### config.mk
export PLATFORM = sky130hd
export DESIGN_NAME = tfs_mul
export DESIGN_NICKNAME = d
export VERILOG_FILES = /design/src/tfs_pkg.sv /design/src/tfs_mul.sv
export SDC_FILE = /design/constraint.sdc
export NUM_CORES = 2
export LEC_CHECK = 0
export ABC_AREA = 1
export BUFFER_PORTS_ARGS = -buffer_cell sky130_fd_sc_hd__buf_2
export CELL_PAD_IN_SITES_DETAIL_PLACEMENT = 1
export CELL_PAD_IN_SITES_GLOBAL_PLACEMENT = 1
export CORE_MARGIN = 2
export CORE_UTILIZATION = 37
export DETAILED_ROUTE_END_ITERATION = 10
export PLACE_DENSITY = 0.75
export SLEW_MARGIN = 20
export SYNTH_ARGS = -nofsm -noshare
export SYNTH_HDL_FRONTEND = slang
export SYNTH_SLANG_ARGS = --single-unit
### constraint.sdc
create_clock -name clk_i -period 10.7 [get_ports clk_i]
set_input_delay 1.605 -clock clk_i [delete_from_list [all_inputs] [get_ports clk_i]]
set_output_delay 1.605 -clock clk_i [all_outputs]
set_load 0.005 [all_outputs]
### src/tfs_pkg.sv
// Shared types, constants and helper functions of the transfer function simulator.
package tfs_pkg;

  localparam int unsigned NumTaps  = 4;
  localparam int unsigned MaxOrder = 4;
  localparam int unsigned RkStages = 4;
  localparam int unsigned DataW    = 32;
  localparam int unsigned CoefW    = 16;
  localparam int unsigned OpW      = 33;
  localparam int unsigned AccW     = 66;
  localparam int unsigned WgtW     = 19;
  localparam int unsigned DivInW   = 36;
  localparam int unsigned DivOutW  = 34;

  // Register indexes
  localparam logic [2:0] RegNumLen    = 3'd0;
  localparam logic [2:0] RegDenOrder  = 3'd1;
  localparam logic [2:0] RegNumCoeffs = 3'd2;
  localparam logic [2:0] RegDenCoeffs = 3'd3;
  localparam logic [2:0] RegMode      = 3'd4;
  localparam logic [2:0] RegTimeStep  = 3'd5;
  localparam logic [2:0] RegInvStep   = 3'd6;

  // RK weights, Q16
  localparam logic signed [WgtW-1:0] WgtZero = 19'sd0;
  localparam logic signed [WgtW-1:0] WgtHalf = 19'sd32768;
  localparam logic signed [WgtW-1:0] WgtOne  = 19'sd65536;
  localparam logic signed [WgtW-1:0] WgtTwo  = 19'sd131072;
  localparam logic signed [WgtW-1:0] WgtG1   = 19'sd13573;
  localparam logic signed [WgtW-1:0] WgtG2   = 19'sd19195;
  localparam logic signed [WgtW-1:0] WgtG3   = -19'sd46341;
  localparam logic signed [WgtW-1:0] WgtG4   = 19'sd111877;
  localparam logic signed [WgtW-1:0] WgtG5   = 19'sd38390;
  localparam logic signed [WgtW-1:0] WgtG6   = 19'sd223754;

  localparam logic signed [AccW-1:0] SatHi =
    {{(AccW-DataW+1){1'b0}}, {(DataW-1){1'b1}}};
  localparam logic signed [AccW-1:0] SatLo =
    {{(AccW-DataW+1){1'b1}}, {(DataW-1){1'b0}}};
  localparam logic signed [AccW-1:0] RndQ12  = AccW'(2048);
  localparam logic signed [AccW-1:0] RndQ16  = AccW'(32768);
  localparam logic signed [AccW-1:0] RndFinal = AccW'(196608);

  typedef logic signed [DataW-1:0] data_t;

  typedef struct packed {
    data_t sample_in;
  } in_beat_t;

  typedef struct packed {
    data_t response;
    logic  saturated;
  } out_beat_t;

  typedef struct packed {
    logic [2:0]  len;
    logic [2:0]  order;
    logic [63:0] num;
    logic [63:0] den;
    logic        gill;
    logic [31:0] dt;
    logic [31:0] inv;
    logic        clr;
  } cfg_t;

  typedef struct packed {
    logic  clip;
    data_t val;
  } sat_t;

  function automatic sat_t sat32(input logic signed [AccW-1:0] v);
    sat_t r;
    if (v > SatHi) begin
      r.clip = 1'b1;
      r.val  = {1'b0, {(DataW-1){1'b1}}};
    end else if (v < SatLo) begin
      r.clip = 1'b1;
      r.val  = {1'b1, {(DataW-1){1'b0}}};
    end else begin
      r.clip = 1'b0;
      r.val  = v[DataW-1:0];
    end
    return r;
  endfunction

  // Weight of one term of a stage point
  function automatic logic signed [WgtW-1:0] pt_wgt(input logic [1:0] stage,
                                                    input logic term, input logic gill);
    logic signed [WgtW-1:0] w;
    case (stage)
      2'd0:    w = term ? WgtZero : WgtHalf;
      2'd1:    w = term ? (gill ? WgtG2 : WgtHalf) : (gill ? WgtG1 : WgtZero);
      2'd2:    w = term ? (gill ? WgtG4 : WgtOne) : (gill ? WgtG3 : WgtZero);
      default: w = WgtZero;
    endcase
    return w;
  endfunction

  // Slope set used by one term of a stage point
  function automatic logic [1:0] pt_ksel(input logic [1:0] stage, input logic term);
    logic [1:0] s;
    if (stage == 2'd0) s = 2'd0;
    else if (!term)    s = stage - 2'd1;
    else               s = stage;
    return s;
  endfunction

  // Weight of one slope in the final update
  function automatic logic signed [WgtW-1:0] fn_wgt(input logic [1:0] term,
                                                    input logic gill);
    logic signed [WgtW-1:0] w;
    case (term)
      2'd1:    w = gill ? WgtG5 : WgtTwo;
      2'd2:    w = gill ? WgtG6 : WgtTwo;
      default: w = WgtOne;
    endcase
    return w;
  endfunction

endpackage

### src/tfs_mul.sv
// Shared signed multiplier with registered product.
module tfs_mul (
  input  logic                                  clk_i,
  input  logic signed [tfs_pkg::OpW-1:0]        a_i,
  input  logic signed [tfs_pkg::OpW-1:0]        b_i,
  output logic signed [tfs_pkg::AccW-1:0]       p_o
);
  import tfs_pkg::*;

  logic signed [AccW-1:0] p_q;

  always_ff @(posedge clk_i) begin
    p_q <= AccW'(a_i) * AccW'(b_i);
  end

  assign p_o = p_q;

endmodule

* Yosys cells after proc, flatten, opt, wreduce, memory -nomap -nowiden *
Cells that the tools add are included.

cells by class
  multiply operators = 1

operator list
  kind            count
  $mul 33x33->66  1

storage, ports and cells
  logic and storage cells = 2
  flip-flop bits (word level) = 66
  output and inout port bits = 66

* Logic depth before layout (Yosys ltp) *
  depth in word-level cells = 1
  gate-level depth with buffers = 34
  gate-level depth less buffers = 32

* Least setup slack after synthesis *
No wires, ideal clock.

  path kind = input port to flip-flop
  from = input port a_i[32] in the netlist's numbering
  to = register p_q[60] (netlist: p_o[60])
  data arrival time = 8.248 ns
  data required time = 10.587 ns
  library setup time = 0.113 ns
  cell stages on the path = 23
  slack = 2.339 ns
  path buffers = 2
  path through = clkbuf_1 > clkbuf_1 > nand2_1 > inv_1 > fa_1 > fa_1 > fa_1 > fa_1 > inv_1 > fa_1 > fa_1 > fa_1 > fa_1 > inv_1 > ha_1 > nand2_1 > nor2_1 > inv_1 > nor3_1 > nand2_1 > and2_0 > nand4_1 > nand2_1

between the ends
  cells in the longest elaborated chain, start to end = 1

RTL lines
  item                  RTL line       RTL
  from (decl)           tfs_mul.sv:4   input logic signed [tfs_pkg::OpW-1:0] a_i,
  $mul 33x33->66        tfs_mul.sv:13  p_q <= AccW'(a_i) * AccW'(b_i);
  to (signal assigned)  tfs_mul.sv:13
  to (decl)             tfs_mul.sv:10  logic signed [AccW-1:0] p_q;

Every way passes these cells.

* Worst setup path in the final report *
  from = input port b_i[9] in the netlist's numbering
  to = register p_q[57] (netlist: p_o[57])

between the ends
  cells in the longest elaborated chain, start to end = 1

RTL lines
  item            RTL line       RTL
  from (decl)     tfs_mul.sv:5   input logic signed [tfs_pkg::OpW-1:0] b_i,
  $mul 33x33->66  tfs_mul.sv:13

Every way passes these cells.

==> run metrics <==
status=complete, no violations; H-tree depth reported by CTS=3; final worst-path cycle share=84.1%; wire length per cell after detailed routing=a little under 20 um; area of the core=0.116 sq mm; final routed wirelength across all metal layers=around 140,000 um; number of flip-flops under the largest register name=66; number of top-level pins=roughly 130; sinks on the clock net=66; clock tree from TritonCTS=done; initial antenna violation count=13; top-area cell type share of the netlist area=53.1%; layout cell share with drive strength beyond 1=around 4.3%; worst relative slew slack=24.5%; setup total negative slack=0 ns; initial standard-cell utilization of the core=37.3%; multi-input gate area in the final layout=around 0.034 sq mm; count of warnings emitted by yosys=0; count leader, synth=sky130_fd_sc_hd__inv_1; DP Wirelength=~120,000 um; post-synthesis instance total=around 5,500; Mapped Area=about 0.043 sq mm; number of setup buffers added after CTS=0; Mapped Nets=about 7,000; number of DRC violations after detailed-routing iteration 0=between 1,500 and 2,000; type of the worst setup path=input pin to register; mean instance size in the synthesized netlist=between 7 and 8 sq um; net total in the final layout=just under 7,000; Final Hold Viols=0; final RePlAce weighted congestion=just over 0.9; # setup viols final=0; total of max-cap violations=0; cell repeated most along the worst path=sky130_fd_sc_hd__fa_1; root buf cell=sky130_fd_sc_hd__clkbuf_16; Syn-to-layout area delta=4.79%; total via count after detailed routing=33,500; vias in the first global route=between 30,000 and 40,000; CTS clk-pin slew, worst paths=0.06 ns; synthesis-stage register bit count=66; floorplan row count=125; die outline width=346 um; DIE AREA=about 0.12 sq mm; worst path required time=~11 ns; most common library cells after synthesis=sky130_fd_sc_hd__inv_1 (1,894), sky130_fd_sc_hd__nand2_1 (1,517), sky130_fd_sc_hd__fa_1 (1,145), sky130_fd_sc_hd__clkbuf_1 (262), sky130_fd_sc_hd__ha_1 (217); drt via density=about 4.8; DRC violations left=0; Most used DFF post-synth=sky130_fd_sc_hd__dfxtp_1; count of cells resized by post-cts repair=0; share of the yosys chip area belonging to registers=under 10%; startpoint type of the worst setup path=input pin; setup repair after global routing missed its margin=no; Critical Path End Type=register; DIE HEIGHT=346 um; largest net degree at the start of global routing=34; global-route usage over all layers=approximately a quarter; class of the most critical hold timing path=input pin to register; cts bufs inserted=9; first-pass GRT wire length=~220,000 um; Hold Slack=between 1.5 and 2 ns; slowest stage cell on the critical path=sky130_fd_sc_hd__fa_1; number of filler instances in the final layout=14,300; number of synthesized flops with an enable pin=0; ranking of synthesized cells by area=sky130_fd_sc_hd__fa_1 (53%), sky130_fd_sc_hd__inv_1 (16%), sky130_fd_sc_hd__nand2_1 (13%); Yosys cell types=35; First-pass DRT Iterations=5; remaining global-route overflow=0; number of nets still failing antenna checks after routing=0; cell type contributing the most total cell area after synthesis=sky130_fd_sc_hd__fa_1; Clock Tree Buf Depth=2; highest fanout seen on the critical path=33; sequential cell area=between 0.001 and 0.0015 sq mm; share of flip-flops with an asynchronous set or reset=0%; max-slew violation total from the final report=0; Arrival @ worst endpoint=between 9 and 10 ns; total of buffers placed on input and output ports=132; total of hold buffers inserted after clock tree synthesis=0; transition time of the tightest slew-check pin=1.13 ns; list of cells traversed by the critical path=buf_2, nand2_1, fa_1, fa_1, fa_1, inv_1, fa_1, fa_1, fa_1, fa_1, inv_1, fa_1, inv_1, ha_1, nand2_1, nor2_1, nand3_1, nor2_1, o21ai_0, nand4_1, nand2_1; time the worst path needs with I/O delays and setup=~9.0 ns; biggest cell delay along the critical path=0.94 ns; peak clock frequency supported by timing=roughly 110 MHz
placed cells by master, fill, tap and decap left out, types with 5 or more instances in the layout:
cell type / count
sky130_fd_sc_hd__nand2_2: 17
sky130_fd_sc_hd__or2_2: 5
sky130_fd_sc_hd__nand2_1: 1517
sky130_fd_sc_hd__a21oi_1: 61
sky130_fd_sc_hd__nor2_1: 131
sky130_fd_sc_hd__xor2_1: 37
sky130_fd_sc_hd__o21ai_0: 19
sky130_fd_sc_hd__dfxtp_1: 66
sky130_fd_sc_hd__nand3_2: 8
sky130_fd_sc_hd__nand4_1: 19
sky130_fd_sc_hd__buf_4: 22
sky130_fd_sc_hd__buf_2: 132
sky130_fd_sc_hd__ha_1: 217
sky130_fd_sc_hd__o21bai_1: 14
sky130_fd_sc_hd__nor3_1: 7
sky130_fd_sc_hd__clkbuf_16: 9
sky130_fd_sc_hd__nor2_2: 20
sky130_fd_sc_hd__inv_1: 1894
sky130_fd_sc_hd__diode_2: 6
sky130_fd_sc_hd__fa_1: 1144
sky130_fd_sc_hd__nand3_1: 70
cell families (layout without fill, tap and decap cells):
kind of cell / after synthesis / count (layout) / share of synthesized area [%]
other: 0 / 6 / 0
AOI/OAI and AO/OA: 106 / 106 / 1.38
buffers and inverters: 2158 / 2065 / 18.8
DFF: 66 / 66 / 3.06
xor gates and xnor gates: 41 / 41 / 0.832
and+or+nand+nor: 1810 / 1810 / 16.6
adders and majority gates: 1362 / 1362 / 59.4
worst max-delay path: cells and delay by family:
kind / cells / cell delay (ns)
buffers and inverters: 4 / 1.12
AOI/OAI and AO/OA: 1 / 0.18
adders and majority gates: 9 / 5.04
and+or+nand+nor: 7 / 1.27
per-layer routing:
layer | global-route usage (%) | wire, um
met1 | 28.0 | 53700
met2 | 45.1 | 73400
met3 | 2.07 | 5020
met4 | 7.53 | 4930
met5 | 0 | 69
per-stage QoR:
step                setup WS [ns]  cells  util, %  area, sq um
detailed placement           1.26   6958     38.8        44900
CTS                          1.59   6974     39.0        45200
floorplan                    2.34   5543        -        43200
global placement             1.48   6958     38.8        44900
global route                 1.33   6979     39.0        45200
finish                       1.70   6980     39.0        45200
final timing paths:
kind	from	to	slack (ns)	cells past startpoint
hold / removal	a_i[0]	p_o[0]	1.92	3
setup / recovery	b_i[9]	p_o[57]	1.70	21
area by class of cell:
type                       count  share of cell area, %
tap                         1524                   4.21
inverter                    1895                   15.7
clock buffer                  10                  0.528
antenna                        6                 0.0332
timing repair buffer         154                   1.83
sequential                    66                   2.92
clock inverter                 6                  0.144
multi-input combinational   3319                   74.6
Power is not shown: default switching activity piles up to over one toggle a cycle in this logic, so the estimate is an artifact.
