--- src/tfs_pkg.sv ---
// Shared types, constants and helper functions of the transfer function simulator.
package tfs_pkg;

  localparam int unsigned NumTaps  = 4;
  localparam int unsigned MaxOrder = 4;
  localparam int unsigned RkStages = 4;
  localparam int unsigned DataW    = 32;
  localparam int unsigned CoefW    = 16;
  localparam int unsigned OpW      = 33;
  localparam int unsigned AccW     = 66;
  localparam int unsigned WgtW     = 19;
  localparam int unsigned DivInW   = 36;
  localparam int unsigned DivOutW  = 34;

  // Register indexes
  localparam logic [2:0] RegNumLen    = 3'd0;
  localparam logic [2:0] RegDenOrder  = 3'd1;
  localparam logic [2:0] RegNumCoeffs = 3'd2;
  localparam logic [2:0] RegDenCoeffs = 3'd3;
  localparam logic [2:0] RegMode      = 3'd4;
  localparam logic [2:0] RegTimeStep  = 3'd5;
  localparam logic [2:0] RegInvStep   = 3'd6;

  // RK weights, Q16
  localparam logic signed [WgtW-1:0] WgtZero = 19'sd0;
  localparam logic signed [WgtW-1:0] WgtHalf = 19'sd32768;
  localparam logic signed [WgtW-1:0] WgtOne  = 19'sd65536;
  localparam logic signed [WgtW-1:0] WgtTwo  = 19'sd131072;
  localparam logic signed [WgtW-1:0] WgtG1   = 19'sd13573;
  localparam logic signed [WgtW-1:0] WgtG2   = 19'sd19195;
  localparam logic signed [WgtW-1:0] WgtG3   = -19'sd46341;
  localparam logic signed [WgtW-1:0] WgtG4   = 19'sd111877;
  localparam logic signed [WgtW-1:0] WgtG5   = 19'sd38390;
  localparam logic signed [WgtW-1:0] WgtG6   = 19'sd223754;

  localparam logic signed [AccW-1:0] SatHi =
    {{(AccW-DataW+1){1'b0}}, {(DataW-1){1'b1}}};
  localparam logic signed [AccW-1:0] SatLo =
    {{(AccW-DataW+1){1'b1}}, {(DataW-1){1'b0}}};
  localparam logic signed [AccW-1:0] RndQ12  = AccW'(2048);
  localparam logic signed [AccW-1:0] RndQ16  = AccW'(32768);
  localparam logic signed [AccW-1:0] RndFinal = AccW'(196608);

  typedef logic signed [DataW-1:0] data_t;

  typedef struct packed {
    data_t sample_in;
  } in_beat_t;

  typedef struct packed {
    data_t response;
    logic  saturated;
  } out_beat_t;

  typedef struct packed {
    logic [2:0]  len;
    logic [2:0]  order;
    logic [63:0] num;
    logic [63:0] den;
    logic        gill;
    logic [31:0] dt;
    logic [31:0] inv;
    logic        clr;
  } cfg_t;

  typedef struct packed {
    logic  clip;
    data_t val;
  } sat_t;

  function automatic sat_t sat32(input logic signed [AccW-1:0] v);
    sat_t r;
    if (v > SatHi) begin
      r.clip = 1'b1;
      r.val  = {1'b0, {(DataW-1){1'b1}}};
    end else if (v < SatLo) begin
      r.clip = 1'b1;
      r.val  = {1'b1, {(DataW-1){1'b0}}};
    end else begin
      r.clip = 1'b0;
      r.val  = v[DataW-1:0];
    end
    return r;
  endfunction

  // Weight of one term of a stage point
  function automatic logic signed [WgtW-1:0] pt_wgt(input logic [1:0] stage,
                                                    input logic term, input logic gill);
    logic signed [WgtW-1:0] w;
    case (stage)
      2'd0:    w = term ? WgtZero : WgtHalf;
      2'd1:    w = term ? (gill ? WgtG2 : WgtHalf) : (gill ? WgtG1 : WgtZero);
      2'd2:    w = term ? (gill ? WgtG4 : WgtOne) : (gill ? WgtG3 : WgtZero);
      default: w = WgtZero;
    endcase
    return w;
  endfunction

  // Slope set used by one term of a stage point
  function automatic logic [1:0] pt_ksel(input logic [1:0] stage, input logic term);
    logic [1:0] s;
    if (stage == 2'd0) s = 2'd0;
    else if (!term)    s = stage - 2'd1;
    else               s = stage;
    return s;
  endfunction

  // Weight of one slope in the final update
  function automatic logic signed [WgtW-1:0] fn_wgt(input logic [1:0] term,
                                                    input logic gill);
    logic signed [WgtW-1:0] w;
    case (term)
      2'd1:    w = gill ? WgtG5 : WgtTwo;
      2'd2:    w = gill ? WgtG6 : WgtTwo;
      default: w = WgtOne;
    endcase
    return w;
  endfunction

endpackage

--- src/tfs_cfg.sv ---
// Configuration register file with structure-change clear.
module tfs_cfg (
  input  logic           clk_i,
  input  logic           rst_ni,
  input  logic           we_i,
  input  logic [2:0]     idx_i,
  input  logic [63:0]    data_i,
  output tfs_pkg::cfg_t  cfg_o
);
  import tfs_pkg::*;

  logic [2:0]  num_len_q, den_order_q;
  logic [63:0] num_q, den_q;
  logic        mode_q;
  logic [31:0] dt_q, inv_q;

  always_ff @(posedge clk_i or negedge rst_ni) begin
    if (!rst_ni) begin
      num_len_q   <= 3'd1;
      den_order_q <= 3'd0;
      num_q       <= 64'd4096;
      den_q       <= 64'd0;
      mode_q      <= 1'b0;
      dt_q        <= 32'd65536;
      inv_q       <= 32'd65536;
    end else if (we_i) begin
      unique case (idx_i)
        RegNumLen:    num_len_q   <= data_i[2:0];
        RegDenOrder:  den_order_q <= data_i[2:0];
        RegNumCoeffs: num_q       <= data_i;
        RegDenCoeffs: den_q       <= data_i;
        RegMode:      mode_q      <= data_i[0];
        RegTimeStep:  dt_q        <= data_i[31:0];
        RegInvStep:   inv_q       <= data_i[31:0];
        default: ;
      endcase
    end
  end

  // Effective tap count and order
  always_comb begin
    cfg_o.len = num_len_q;
    if (num_len_q == 3'd0) cfg_o.len = 3'd1;
    else if (num_len_q > 3'(NumTaps)) cfg_o.len = 3'(NumTaps);
    cfg_o.order = (den_order_q > 3'(MaxOrder)) ? 3'(MaxOrder) : den_order_q;
    cfg_o.num  = num_q;
    cfg_o.den  = den_q;
    cfg_o.gill = mode_q;
    cfg_o.dt   = dt_q;
    cfg_o.inv  = inv_q;
    cfg_o.clr  = we_i && (idx_i <= RegDenCoeffs);
  end

endmodule

--- config.mk ---
export PLATFORM = sky130hd
export DESIGN_NAME = tfs_cfg
export DESIGN_NICKNAME = d
export VERILOG_FILES = /design/src/tfs_pkg.sv /design/src/tfs_cfg.sv
export SDC_FILE = /design/constraint.sdc
export NUM_CORES = 1
export LEC_CHECK = 0
export BUFFER_PORTS_ARGS = -buffer_cell sky130_fd_sc_hd__clkbuf_2
export CORE_MARGIN = 5
export CORE_UTILIZATION = 53
export DETAILED_ROUTE_END_ITERATION = 7
export PLACE_DENSITY = 0.95
export SLEW_MARGIN = 20
export SYNTH_ARGS = -nofsm -noshare
export SYNTH_HDL_FRONTEND = slang
export SYNTH_SLANG_ARGS = --single-unit
export TNS_END_PERCENT = 5
--- constraint.sdc ---
create_clock -name clk_i -period 2.5 [get_ports clk_i]
set_clock_uncertainty 0.05 [all_clocks]
set_input_delay 0.125 -clock clk_i [delete_from_list [all_inputs] [get_ports clk_i]]
set_output_delay 0.125 -clock clk_i [all_outputs]
set_load 0.01 [all_outputs]
Word level (Yosys, flattened, before mapping)
Index checks and enable logic that the tools add are counted.
{"block": "totals", "in_bits": 70, "output_inout_bits": 200, "register_bits": 199}
{"block": "op_classes", "reduce_logical": 10, "eq_ne": 6, "mux": 3, "n_lt_le_gt_ge": 3}
{"op": "AND reduction 2 bit", "count": 7}
{"op": "equality test 3 bit, second input constant", "count": 3}
{"op": "2-to-1 mux 3 bit", "count": 3}
{"op": "equality test 3 x 2 -> 1 bit, second input constant", "count": 2}
{"op": "greater-than comparator 3 bit, second input constant", "count": 2}
{"op": "logical NOT 3 bit", "count": 2}
{"op": "equality test 3 x 1 -> 1 bit, second input constant", "count": 1}
{"op": "less-or-equal comparator 3 x 2 -> 1 bit, second input constant", "count": 1}
{"op": "logical AND 1 bit", "count": 1}

Longest topological paths before layout
{"block": "logic_depth", "depth_word": 3, "mapped_depth": 5, "depth_no_buf": 2}

Worst setup path after synthesis
OpenSTA, ideal clock, no wires.
{"block": "synth_timing", "path_kind": "input to register", "start": "input idx_i[2]", "end": "register num_q[54]", "setup_slack_ps": 1127, "cell_stages": 5, "arrival_ps": 1199, "required_time_ps": 2325, "cell_sequence": "buf_2 -> nor4bb_4 -> buf_6 -> buf_6 -> mux2_2"}
{"block": "synth_via", "elab_chain_cells": 2}
{"element": "start: declaration", "line_no": "tfs_cfg.sv:6", "rtl": "input logic [2:0] idx_i,"}
{"element": "equality test 3 x 2 -> 1 bit", "line_no": "tfs_cfg.sv:27", "rtl": "unique case (idx_i)"}
{"element": "AND reduction 2 bit (no line)"}
{"element": "end signal: assignment", "line_no": "tfs_cfg.sv:30", "rtl": "RegNumCoeffs: num_q <= data_i;"}
{"element": "end: declaration", "line_no": "tfs_cfg.sv:13", "rtl": "logic [63:0] num_q, den_q;"}
No other way between the ends.
A chain may end at the register's enable or synchronous reset.

==> results by group <==
Run status
  – Status: finished clean

Clock network
  – Clock Tree Root: clkbuf_16
  – Clock-pin slew on the worst setup and hold paths: 0.07 ns
  – CTS Buf Count: 17
  – Clk buf depth: 2
  – Post CTS Setup Buffer Count: 0
  – CTS tree: built
  – Clk_lat worst skew: 0.41 ns
  – CTS sink count: 199
  – Htree depth: 4

Floorplan
  – Die Width: 129 um
  – Core area: 13900 um2
  – DIE HEIGHT: 129 um
  – Die Footprint: 16700 um2
  – Boundary pin count: 270
  – Rows: 43
  – Initial Utilization: 54.2%

Worst setup path
  – Reg2Reg Depth: 1
  – Critical-path cell list: inv_1 > a21oi_1 > clkbuf_2
  – Crit path required time: 2.33 ns
  – Crit path max fanout: 2
  – Critical path data arrival time: 1.35 ns
  – Slowest CP cell: dfstp_2
  – CP max stage delay: 0.53 ns
  – CP startpoint kind: flop
  – Setup CP Type: reg -> out
  – CP endpoint kind: output pin

Detailed routing
  – DRT iter0 DRCs: 221
  – Via density: 5.25
  – Pre-antenna DRT Iters: 4
  – WL/cell: 20.8 um
  – Post-route ant nets: 0
  – Vias: 5079
  – Drt drc: 0
  – Routed wire length: 20200 um

STA
  – Setup violators final: 0
  – Fin crit period: 1.53 ns
  – Tcrit/Tclk final: 61.1%
  – Worst Tran Pin Value: 0.635 ns
  – Worst setup margin: 0.973 ns
  – Setup_tns: 0 ns
  – F_max: 655 MHz
  – RSZ-0062 raised after global routing: no
  – Fin. Hold Viols: 0
  – Max Slew Vio Count: 0
  – Max-slew headroom: 57.6%

Layout
  – # nets final: 844
  – Antenna Cells: 0
  – Share of layout cells above drive strength 1: 54.0%
  – Area grow syn2layout: 36.3%

Logic synthesis
  – Syn. warnings: 0
  – Post-synth EDFFs: 0
  – Area leader, netlist: dfrtp_1
  – Unique masters post-synth: 16
  – Synth top area share: 64.6%
  – Register area share after synthesis: 66.0%
  – Most common cell in the synthesized netlist: dfrtp_1
  – Synth async-reset ratio: 100%
  – Primary FF master, synth: dfrtp_1
  – Synthesized area per cell: 17.3 um2
  – Post-Syn Instances: 436
  – Most frequent cells after synthesis: dfrtp_1 (195), mux2_2 (107), mux2_1 (92)
  – Synth Register Bits: 199
  – Syn nets: 506
  – Largest cells by area after synthesis: dfrtp_1 (65%), mux2_2 (16%), mux2_1 (14%), buf_6 (1.9%), dfstp_2 (1.4%)
  – Post-Syn Area: 7550 um2

Global route
  – Met2 usage: 45.0%
  – Met1 usage: 27.8%
  – Met3 usage: 5.61%
  – Grt total ovfl: 0
  – Antenna violations before repair: 0
  – First-pass GRT wire length: 31600 um
  – Number of global-route vias before repair: 5802
  – Gr busiest metal: met2
  – GRT Util Overall: 24.7%
  – Pin count of the biggest net entering global routing: 77

Worst hold path
  – Min-delay worst type: in -> reg
  – Depth of the worst hold-timing path: 3

Placed design
  – Port Buffer Count: 269
  – Final HPWL DP: 13000 um
  – GP Congestion: 0.804
  – DP Worst Slack: 0.865 ns

Power and ir drop
  – Leakage: 0.00503 uW
  – Maximum VDD drop: 0.000584 V
  – Pwr dens: 907 nW/um2

Run
  – Max-Cap Viols: 0
routing by layer:
layer	vias up	part of all wire, %
met5	-	0
met1	2576	36
li1	2229	-
met3	49	6.7
met4	0	2.9
met2	225	55
where the power goes:
part | internal (uW) | total (uW) | leakage (uW) | switching, uW
clock network | 1600 | 2830 | 0.000290 | 1230
registers | 3940 | 4380 | 0.00238 | 437
logic | 1050 | 2140 | 0.00236 | 1090
total | 6580 | 9350 | 0.00503 | 2760
flip-flops by register name, summed over array words and instances, names as in the netlist:
register,count
mode_q,1
den_q,64
dt_q,32
den_order_q,3
inv_q,32
num_len_q,3
num_q,64
metrics by stage:
stage | cell area [um2] | total power [uW] | std cells | utilization, % | hold WS, ns
finish | 10300 | 9350 | 967 | 73.9 | 0.155
global route | 10300 | 9790 | 967 | 73.9 | 0.166
CTS | 10300 | 9370 | 967 | 73.9 | 0.113
detailed placement | 9030 | 6460 | 870 | 64.8 | 0.137
global placement | 9030 | 6300 | 870 | 64.8 | 0.116
floorplan | 7550 | 5300 | 436 | - | -0.221
cells by family after synthesis:
logic type / count (synthesis) / share of synthesized area [%]
compound gates: 1 / 0.0662
buf+inv: 26 / 2.78
flops: 199 / 66.0
mux: 199 / 29.7
simple gates: 11 / 1.51
cell type report:
| class | count | area [um2] |
|---|---|---|
| Sequential cell | 199 | 4980 |
| Fill cell | 803 | 3640 |
| Multi-Input combinational cell | 211 | 2360 |
| Timing Repair Buffer | 344 | 2110 |
| Clock buffer | 17 | 425 |
| Tap cell | 180 | 225 |
| Clock inverter | 15 | 194 |
| Inverter | 1 | 3.75 |
worst paths after layout:
path / startpoint / slack, ns / endpoint
setup / recovery: num_len_q[0] / 0.97 / cfg_o[197]
min in group asynchronous: rst_ni / 0.23 / den_q[48]
max in group asynchronous: rst_ni / 1.35 / num_q[12]
hold / removal: idx_i[1] / 0.16 / num_len_q[1]
setup reg to reg: den_q[44] / 1.57 / den_q[44]
hold reg to reg: den_q[56] / 0.44 / den_q[56]
placed cells by master (no fill, tap or decap), drive strengths merged:
| cell | instances |
|---|---|
| nand4b | 3 |
| bufinv | 3 |
| nor4bb | 2 |
| nor2b | 4 |
| clkinvlp | 4 |
| a21oi | 1 |
| clkbuf | 286 |
| dlygate4sd3 | 65 |
| dfrtp | 195 |
| and4bb | 1 |
| dfstp | 4 |
| nor4b | 1 |
| buf | 10 |
| mux2 | 199 |
| inv | 5 |
| clkinv | 4 |
worst max-delay path: cells and delay by family (launching register included):
kind	cells	cell delay, ns
AO/OA/AOI/OAI	1	0.20
buffers and inverters	2	0.21
flip-flops	1	0.53
timing repair:
action / 4_1_cts / 5_1_grt
resized for setup: 0 / 0
endpoints found under the hold margin: 268 / 0
setup endpoints to repair: 0 / 0
hold buffers: 65 / 0
Power figures use the tool's default switching activity.
