==> src/tfs_pkg.sv <==
// Shared types, constants and helper functions of the transfer function simulator.
package tfs_pkg;

  localparam int unsigned NumTaps  = 4;
  localparam int unsigned MaxOrder = 4;
  localparam int unsigned RkStages = 4;
  localparam int unsigned DataW    = 32;
  localparam int unsigned CoefW    = 16;
  localparam int unsigned OpW      = 33;
  localparam int unsigned AccW     = 66;
  localparam int unsigned WgtW     = 19;
  localparam int unsigned DivInW   = 36;
  localparam int unsigned DivOutW  = 34;

  // Register indexes
  localparam logic [2:0] RegNumLen    = 3'd0;
  localparam logic [2:0] RegDenOrder  = 3'd1;
  localparam logic [2:0] RegNumCoeffs = 3'd2;
  localparam logic [2:0] RegDenCoeffs = 3'd3;
  localparam logic [2:0] RegMode      = 3'd4;
  localparam logic [2:0] RegTimeStep  = 3'd5;
  localparam logic [2:0] RegInvStep   = 3'd6;

  // RK weights, Q16
  localparam logic signed [WgtW-1:0] WgtZero = 19'sd0;
  localparam logic signed [WgtW-1:0] WgtHalf = 19'sd32768;
  localparam logic signed [WgtW-1:0] WgtOne  = 19'sd65536;
  localparam logic signed [WgtW-1:0] WgtTwo  = 19'sd131072;
  localparam logic signed [WgtW-1:0] WgtG1   = 19'sd13573;
  localparam logic signed [WgtW-1:0] WgtG2   = 19'sd19195;
  localparam logic signed [WgtW-1:0] WgtG3   = -19'sd46341;
  localparam logic signed [WgtW-1:0] WgtG4   = 19'sd111877;
  localparam logic signed [WgtW-1:0] WgtG5   = 19'sd38390;
  localparam logic signed [WgtW-1:0] WgtG6   = 19'sd223754;

  localparam logic signed [AccW-1:0] SatHi =
    {{(AccW-DataW+1){1'b0}}, {(DataW-1){1'b1}}};
  localparam logic signed [AccW-1:0] SatLo =
    {{(AccW-DataW+1){1'b1}}, {(DataW-1){1'b0}}};
  localparam logic signed [AccW-1:0] RndQ12  = AccW'(2048);
  localparam logic signed [AccW-1:0] RndQ16  = AccW'(32768);
  localparam logic signed [AccW-1:0] RndFinal = AccW'(196608);

  typedef logic signed [DataW-1:0] data_t;

  typedef struct packed {
    data_t sample_in;
  } in_beat_t;

  typedef struct packed {
    data_t response;
    logic  saturated;
  } out_beat_t;

  typedef struct packed {
    logic [2:0]  len;
    logic [2:0]  order;
    logic [63:0] num;
    logic [63:0] den;
    logic        gill;
    logic [31:0] dt;
    logic [31:0] inv;
    logic        clr;
  } cfg_t;

  typedef struct packed {
    logic  clip;
    data_t val;
  } sat_t;

  function automatic sat_t sat32(input logic signed [AccW-1:0] v);
    sat_t r;
    if (v > SatHi) begin
      r.clip = 1'b1;
      r.val  = {1'b0, {(DataW-1){1'b1}}};
    end else if (v < SatLo) begin
      r.clip = 1'b1;
      r.val  = {1'b1, {(DataW-1){1'b0}}};
    end else begin
      r.clip = 1'b0;
      r.val  = v[DataW-1:0];
    end
    return r;
  endfunction

  // Weight of one term of a stage point
  function automatic logic signed [WgtW-1:0] pt_wgt(input logic [1:0] stage,
                                                    input logic term, input logic gill);
    logic signed [WgtW-1:0] w;
    case (stage)
      2'd0:    w = term ? WgtZero : WgtHalf;
      2'd1:    w = term ? (gill ? WgtG2 : WgtHalf) : (gill ? WgtG1 : WgtZero);
      2'd2:    w = term ? (gill ? WgtG4 : WgtOne) : (gill ? WgtG3 : WgtZero);
      default: w = WgtZero;
    endcase
    return w;
  endfunction

  // Slope set used by one term of a stage point
  function automatic logic [1:0] pt_ksel(input logic [1:0] stage, input logic term);
    logic [1:0] s;
    if (stage == 2'd0) s = 2'd0;
    else if (!term)    s = stage - 2'd1;
    else               s = stage;
    return s;
  endfunction

  // Weight of one slope in the final update
  function automatic logic signed [WgtW-1:0] fn_wgt(input logic [1:0] term,
                                                    input logic gill);
    logic signed [WgtW-1:0] w;
    case (term)
      2'd1:    w = gill ? WgtG5 : WgtTwo;
      2'd2:    w = gill ? WgtG6 : WgtTwo;
      default: w = WgtOne;
    endcase
    return w;
  endfunction

endpackage

==> src/tfs_div6.sv <==
// Floor division by six, seven quotient bits per cycle.
module tfs_div6 (
  input  logic                                 clk_i,
  input  logic                                 rst_ni,
  input  logic                                 start_i,
  input  logic signed [tfs_pkg::DivInW-1:0]    v_i,
  output logic                                 done_o,
  output logic signed [tfs_pkg::DivOutW-1:0]   q_o
);
  import tfs_pkg::*;

  localparam int unsigned DigW  = 7;
  localparam int unsigned Digs  = 6;
  localparam int unsigned WW    = DigW * Digs;
  // Offset is a multiple of six that makes the dividend positive
  localparam logic [37:0] DivOff = 38'h30_0000_0000;
  localparam logic [36:0] QOff   = 37'h8_0000_0000;

  logic [WW-1:0] w_q, quot_q;
  logic [2:0]    rem_q;
  logic [2:0]    cnt_q;
  logic          busy_q, done_q;

  logic [37:0]   w_init;
  logic [9:0]    val;
  logic [19:0]   recip;
  logic [6:0]    qd;
  logic [9:0]    rnew;
  logic [36:0]   qfix;

  assign w_init = 38'(signed'(v_i)) + DivOff;
  assign val    = {rem_q, w_q[WW-1 -: DigW]};
  assign recip  = 20'(val) * 20'd683;
  assign qd     = recip[18:12];
  assign rnew   = val - 10'(qd) * 10'd6;
  assign qfix   = {1'b0, quot_q[35:0]} - QOff;

  always_ff @(posedge clk_i or negedge rst_ni) begin
    if (!rst_ni) begin
      busy_q <= 1'b0;
      done_q <= 1'b0;
      cnt_q  <= 3'd0;
      rem_q  <= 3'd0;
      w_q    <= '0;
      quot_q <= '0;
    end else begin
      done_q <= !start_i && busy_q && (cnt_q == 3'(Digs - 1));
      if (start_i) begin
        busy_q <= 1'b1;
        cnt_q  <= 3'd0;
        rem_q  <= 3'd0;
        w_q    <= {4'b0, w_init};
      end else if (busy_q) begin
        w_q    <= {w_q[WW-DigW-1:0], {DigW{1'b0}}};
        quot_q <= {quot_q[WW-DigW-1:0], qd};
        rem_q  <= rnew[2:0];
        cnt_q  <= cnt_q + 3'd1;
        if (cnt_q == 3'(Digs - 1)) begin
          busy_q <= 1'b0;
        end
      end
    end
  end

  assign done_o = done_q;
  assign q_o    = qfix[DivOutW-1:0];

endmodule

==> config.mk <==
export PLATFORM = sky130hd
export DESIGN_NAME = tfs_div6
export DESIGN_NICKNAME = d
export VERILOG_FILES = /design/src/tfs_pkg.sv /design/src/tfs_div6.sv
export SDC_FILE = /design/constraint.sdc
export NUM_CORES = 1
export LEC_CHECK = 0
export ABC_AREA = 1
export BUFFER_PORTS_ARGS = -buffer_cell sky130_fd_sc_hd__buf_2
export CAP_MARGIN = 10
export CELL_PAD_IN_SITES_DETAIL_PLACEMENT = 1
export CELL_PAD_IN_SITES_GLOBAL_PLACEMENT = 1
export CORE_ASPECT_RATIO = 0.7
export CORE_MARGIN = 2
export CORE_UTILIZATION = 44
export DETAILED_ROUTE_END_ITERATION = 10
export PLACE_DENSITY_LB_ADDON = 0.08
export SETUP_SLACK_MARGIN = 0.2
export SLEW_MARGIN = 20
export SYNTH_ARGS = -nofsm -noshare
export SYNTH_HDL_FRONTEND = slang
export SYNTH_SLANG_ARGS = --single-unit
==> constraint.sdc <==
create_clock -name clk_i -period 4.3 [get_ports clk_i]
set_clock_uncertainty 0.1 [all_clocks]
set_input_delay 0.215 -clock clk_i [delete_from_list [all_inputs] [get_ports clk_i]]
set_output_delay 0.215 -clock clk_i [all_outputs]
set_load 0.01 [all_outputs]
After elaboration in Yosys (flattened, before gate mapping)

Cells that the tools add are included.

Output and inout port bits: 35
Input port bits: 39
Register bits: 84
Word-level logic and storage cells: 28

Bitwise logic cells: 1
Multipliers: 2
Eq/ne operators: 1
Add/subtract/negate cells: 4
Multiplexer cells: 9
Reduce and logical (&&, ||, !) cells: 5

Operators with widths:

| kind                     | number |
|---|---|
| $mux W42                 | 2 |
| $add A36 B37 Y38 const B | 1 |
| $sub A34 B1 Y34 const B  | 1 |
| $mul A10 B10 Y19 const B | 1 |
| $mux W3                  | 4 |
| $mul A7 B2 Y2 const B    | 1 |
| $add A3 B1 Y3 const B    | 1 |
| $eq A3 B3 Y1 const B     | 1 |
| $mux W1                  | 3 |
| $sub A3 B3 Y3            | 1 |
| $logic_and A1 B1 Y1      | 2 |
| $reduce_and A2 Y1        | 1 |
| $reduce_bool A2 Y1       | 1 |
| $logic_not A1 Y1         | 1 |
| $not A1 Y1               | 1 |

Longest topological paths before layout

Depth in word-level cells: 5
Mapped depth: 22
Depth with buffers taken out: 22

Worst setup path before layout

OpenSTA, ideal clock, no wires.

Path kind: register to register
Start point: reg rem_q[0]
End point: reg rem_q[2]
Buffers on the path: 0
Setup slack: 0.326 ns
Library setup time: 0.117 ns
Arrival: 3.757 ns
Period minus slack after synthesis: 3.974 ns
Stages on the path, launching flop included: 22
Data required time: 4.083 ns
Cells stage by stage: dfrtp_1 -> ha_1 -> ha_1 -> inv_1 -> fa_1 -> inv_1 -> fa_1 -> inv_1 -> fa_1 -> inv_1 -> ha_1 -> nand2_2 -> nor2_2 -> and2_1 -> nand2_1 -> nand3_2 -> nand2_1 -> nand3_2 -> inv_1 -> nand2_1 -> nand3_1 -> nand2_1

Longest elaborated chain between the ends: 5

Ends and longest elaborated chain:

| what                     | line           | source |
|---|---|---|
| start: declaration       | tfs_div6.sv:20 | `logic [2:0] rem_q;` |
| start signal: assignment | tfs_div6.sv:56 | `rem_q <= rnew[2:0];` |
| $mul A10 B10 Y19         | tfs_div6.sv:33 | `assign recip = 20'(val) * 20'd683;` |
| $mul A7 B2 Y2            | tfs_div6.sv:35 | `assign rnew = val - 10'(qd) * 10'd6;` |
| $sub A3 B3 Y3            | tfs_div6.sv:35 |  |
| $mux W3                  | tfs_div6.sv:53 | `end else if (busy_q) begin` |
| $mux W3                  | tfs_div6.sv:48 | `if (start_i) begin` |

Every way passes these cells. The select of a mux whose other input is x is not followed.
A chain may end at the register's enable or synchronous reset.

Worst setup path after layout

Start point: reg w_q[37]
End point: reg rem_q[1]

Longest elaborated chain between the ends: 5

Ends and longest elaborated chain:

| what                     | line           | source |
|---|---|---|
| start: declaration       | tfs_div6.sv:19 | `logic [WW-1:0] w_q, quot_q;` |
| start signal: assignment | tfs_div6.sv:52 | `w_q <= {4'b0, w_init};` |
| start signal: assignment | tfs_div6.sv:54 | `w_q <= {w_q[WW-DigW-1:0], {DigW{1'b0}}};` |
| $mul A10 B10 Y19         | tfs_div6.sv:33 |  |
| $mul A7 B2 Y2            | tfs_div6.sv:35 |  |
| $sub A3 B3 Y3            | tfs_div6.sv:35 |  |
| $mux W3                  | tfs_div6.sv:53 |  |
| $mux W3                  | tfs_div6.sv:48 |  |

Every way passes these cells. The select of a mux whose other input is x is not followed.

==> impl_results.md <==
- Outcome: finished clean
- Fin area: about 0.0066 mm²
- Final min period: 4.07 ns
- FMAX: around 250 MHz
- WS Path Type: reg -> reg
- Num ports: 74
- Yosys top cell by area: dfrtp_1
- Fillers: approximately 1.4k
- Unique masters post-synth: 35
- Area growth syn-to-layout: 24.5%
- # setup viols final: 0
- Top cell type's share of synthesized area: 39.5%
- Via count: 4415
- Largest family of logic cells by synthesized area: adder cells
- CTS tree: done
- Post-synthesis mux area share: 0%
- Vert. Die Dim: 96.0 µm
- Hold Path Class: in -> reg
- R2R Path End: rem_q[1]
- Worst path cell trace: ha_4 -> inv_2 -> fa_1 -> fa_1 -> inv_2 -> fa_2 -> ha_4 -> ha_4 -> nand2_4 -> nor2_4 -> and2_4 -> nand2_4 -> nand4_1 -> nand3_2 -> nand3_1 -> o21ai_1
- DP HPWL: 10700 µm
- Initial antenna violation count: 0
- Worst Setup SP: w_q[37]
- Area of placed instances: about 0.006 mm²
- Vias in the first global route: ~4.7k
- Diodes inserted: 0
- Gpl congestion: 0.879
- FF-to-FF Start: w_q[37]
- Crit path to: rem_q[1]
- Die width: 135 µm
- Relative slew slack: 31.4%
- Reg2Reg Setup Slack: about 0.23 ns
- Core Util, Final: 56.4%
- H-Tree Level Count: 3
- Area of the core: 0.0117 mm²
- Clock Tree Buf Depth: 2
- First-pass GRT wire length: 23400 µm
- Reg2Reg Depth: 16
- Yosys reg bits: 84
- Final wirelength: between 10000 and 15000 µm
- Mapped Area: 0.00532 mm²
- Final Hold Fails: 0
- CTS clock-pin slew for the worst setup and hold paths: 0.06 ns
- Initial Utilization: 45.3%
- Post-DRT Antenna Nets: 0
- Final period utilization: 94.7%
- DRC errors left: 0
- Total GRT Usage: a little under a quarter
- Clock Sinks: 84
- Compound-Gate Fraction of Synth Area: 9.51%
- Final net count: ~800
- Root Driver: clkbuf_16
- Clk_lat worst skew: 0.33 ns
- IO Port Bufs: 73
- Top post-synthesis cells by area: dfrtp_1, ha_1, nand2_1
- Total number of yosys warnings: 0
- Max Transition Viols Final: 0
- Crit-path max FO: 3
- Worst vdd rail ir drop: roughly 0.00042 V
- Layout cells sized above 1: 25.7%
- Wire per inst: 17.4 µm
- Cell family with most CP delay: adder cells
- Post-synthesis sequential area ratio: 39.5%
- Max-cap violation count: 0
- CP arrival: 4.13 ns
- Pwr per Cell Area: 765 mW/mm²
- Post-Synth Simple-Gate Area: 18.4%
- Iteration-0 DRC Markers: 210
- Vias per cell: roughly 5.2
- Worst path required time: 4.36 ns
- Startpoint type of the worst setup path: register
- Rows: 33
- Post-Synth XOR/XNOR Area: 1.15%
- Mapped Nets: 723
- Grt total ovfl: 0
- Stages on the worst setup path: 16
- Largest net degree at the start of global routing: 64
- CTS Buf Count: 9
- Cells after synthesis: 603
- Die Area: about 0.013 mm²
- Crit-path most repeated cell: ha_4
- RSZ-0062 raised after global routing: true
- Worst path slowest cell: fa_2
- Worst Path Buf+Inv: 2
- Worst hold stages: 3
- Pleak: 3.47 nW
- Synthesized area per cell: 8.81 µm²
- Pre-Repair DR Iteration Count: 4
- Worst-margin pin slew: 1.03 ns
- Synth Area in Adders: 22.0%
- Setup crit end kind: register
- Delay of the slowest critical-path stage: about 0.60 ns
## cell families after synthesis
group,Yosys count
xor gates and xnor gates,7
adders and majority gates,81
buffers and inverters,126
and+or+nand+nor,227
AOI/OAI and AO/OA,78
DFF,84
## state kept, by name, summed over array words and instances, names as in the netlist
name / cells
quot_q: 34
rem_q: 3
cnt_q: 3
done_o: 1
w_q: 42
busy_q: 1
## area by class of cell
class / count / area [µm²] / area share, %
multi-input cells: 393 / 3060 / 46.2
flip-flops and latches: 84 / 2110 / 31.9
repair buffers: 98 / 571 / 8.62
inverters: 106 / 402 / 6.07
clock buffers: 13 / 260 / 3.93
well taps: 157 / 196 / 2.97
clock inverters: 3 / 21.3 / 0.321
## power by group
group / internal, mW / switching (mW)
combinational: 1.39 / 1.86
sequential: 0.960 / 0.122
clock: 0.424 / 0.303
## synthesized netlist by cell type, drive strengths merged
cell type / n
fa: 21
nand3: 19
nor2: 17
a31oi: 2
o21bai: 3
inv: 106
ha: 60
a21oi: 14
o221ai: 10
xor2: 4
nor3: 4
and2: 2
o211ai: 14
nand2: 181
nand4: 4
buf: 10
clkbuf: 10
dfrtp: 84
o22ai: 5
o21ai: 30
xnor2: 3
## repair_timing
item	4_1_cts	5_1_grt
endpoints found under the hold margin	39	0
pin swaps	8	36
setup buffers	7	5
resized for setup	23	36
cloned	0	0
hold buffers	6	0
endpoints found under the setup margin	9	8
## cells in the final DEF, fill, tap and decap left out, types with 7 or more instances in the layout
master / instances
nor2_1: 14
fa_1: 18
nand2_1: 168
inv_1: 98
clkbuf_16: 9
a21oi_1: 7
dfrtp_1: 78
ha_1: 38
ha_4: 19
buf_4: 20
o221ai_1: 10
o211ai_1: 14
nand2_2: 7
o21ai_0: 26
buf_2: 72
nand3_1: 13
## worst min-delay path by stage
stage	start	end	slack, ns
after global placement	rst_ni	quot_q[20]	0.09
after detailed placement	rst_ni	quot_q[20]	0.09
after floorplan	rst_ni	busy_q	-0.18
after global routing	v_i[4]	w_q[4]	0.004
after CTS	v_i[1]	w_q[1]	0.004
final	v_i[16]	w_q[16]	0.007
## worst min-delay path: cells and delay by family
kind                   cells  cell delay, ns
and+or+nand+nor            1            0.04
AOI/OAI and AO/OA          1            0.06
buffers and inverters      1            0.07
## stage by stage
stage / instances / power (mW) / hold slack [ns] / TNS [ns] / setup WS [ns]
2_1_floorplan: 603 / 2.76 / -0.181 / 0 / 0.326
3_3_place_gp: 820 / 3.35 / 0.0863 / 0 / 0.0699
3_5_place_dp: 820 / 3.49 / 0.0904 / -0.335 / -0.120
4_1_cts: 849 / 4.56 / 0.00405 / 0 / 0.198
5_1_grt: 854 / 5.47 / 0.00353 / 0 / 0.0767
6_report: 854 / 5.06 / 0.00737 / 0 / 0.228
## layer usage
layer / GRT usage, % / part of all wire (%) / up-vias
met2: 38.5 / 48 / 87
met1: 31.8 / 47 / 2217
met4: 5.56 / 1.5 / 0
met3: 5.00 / 3.6 / 18
met5: 0 / 0 / -
li1: - / - / 2093
(Power assumes the default switching activity.)
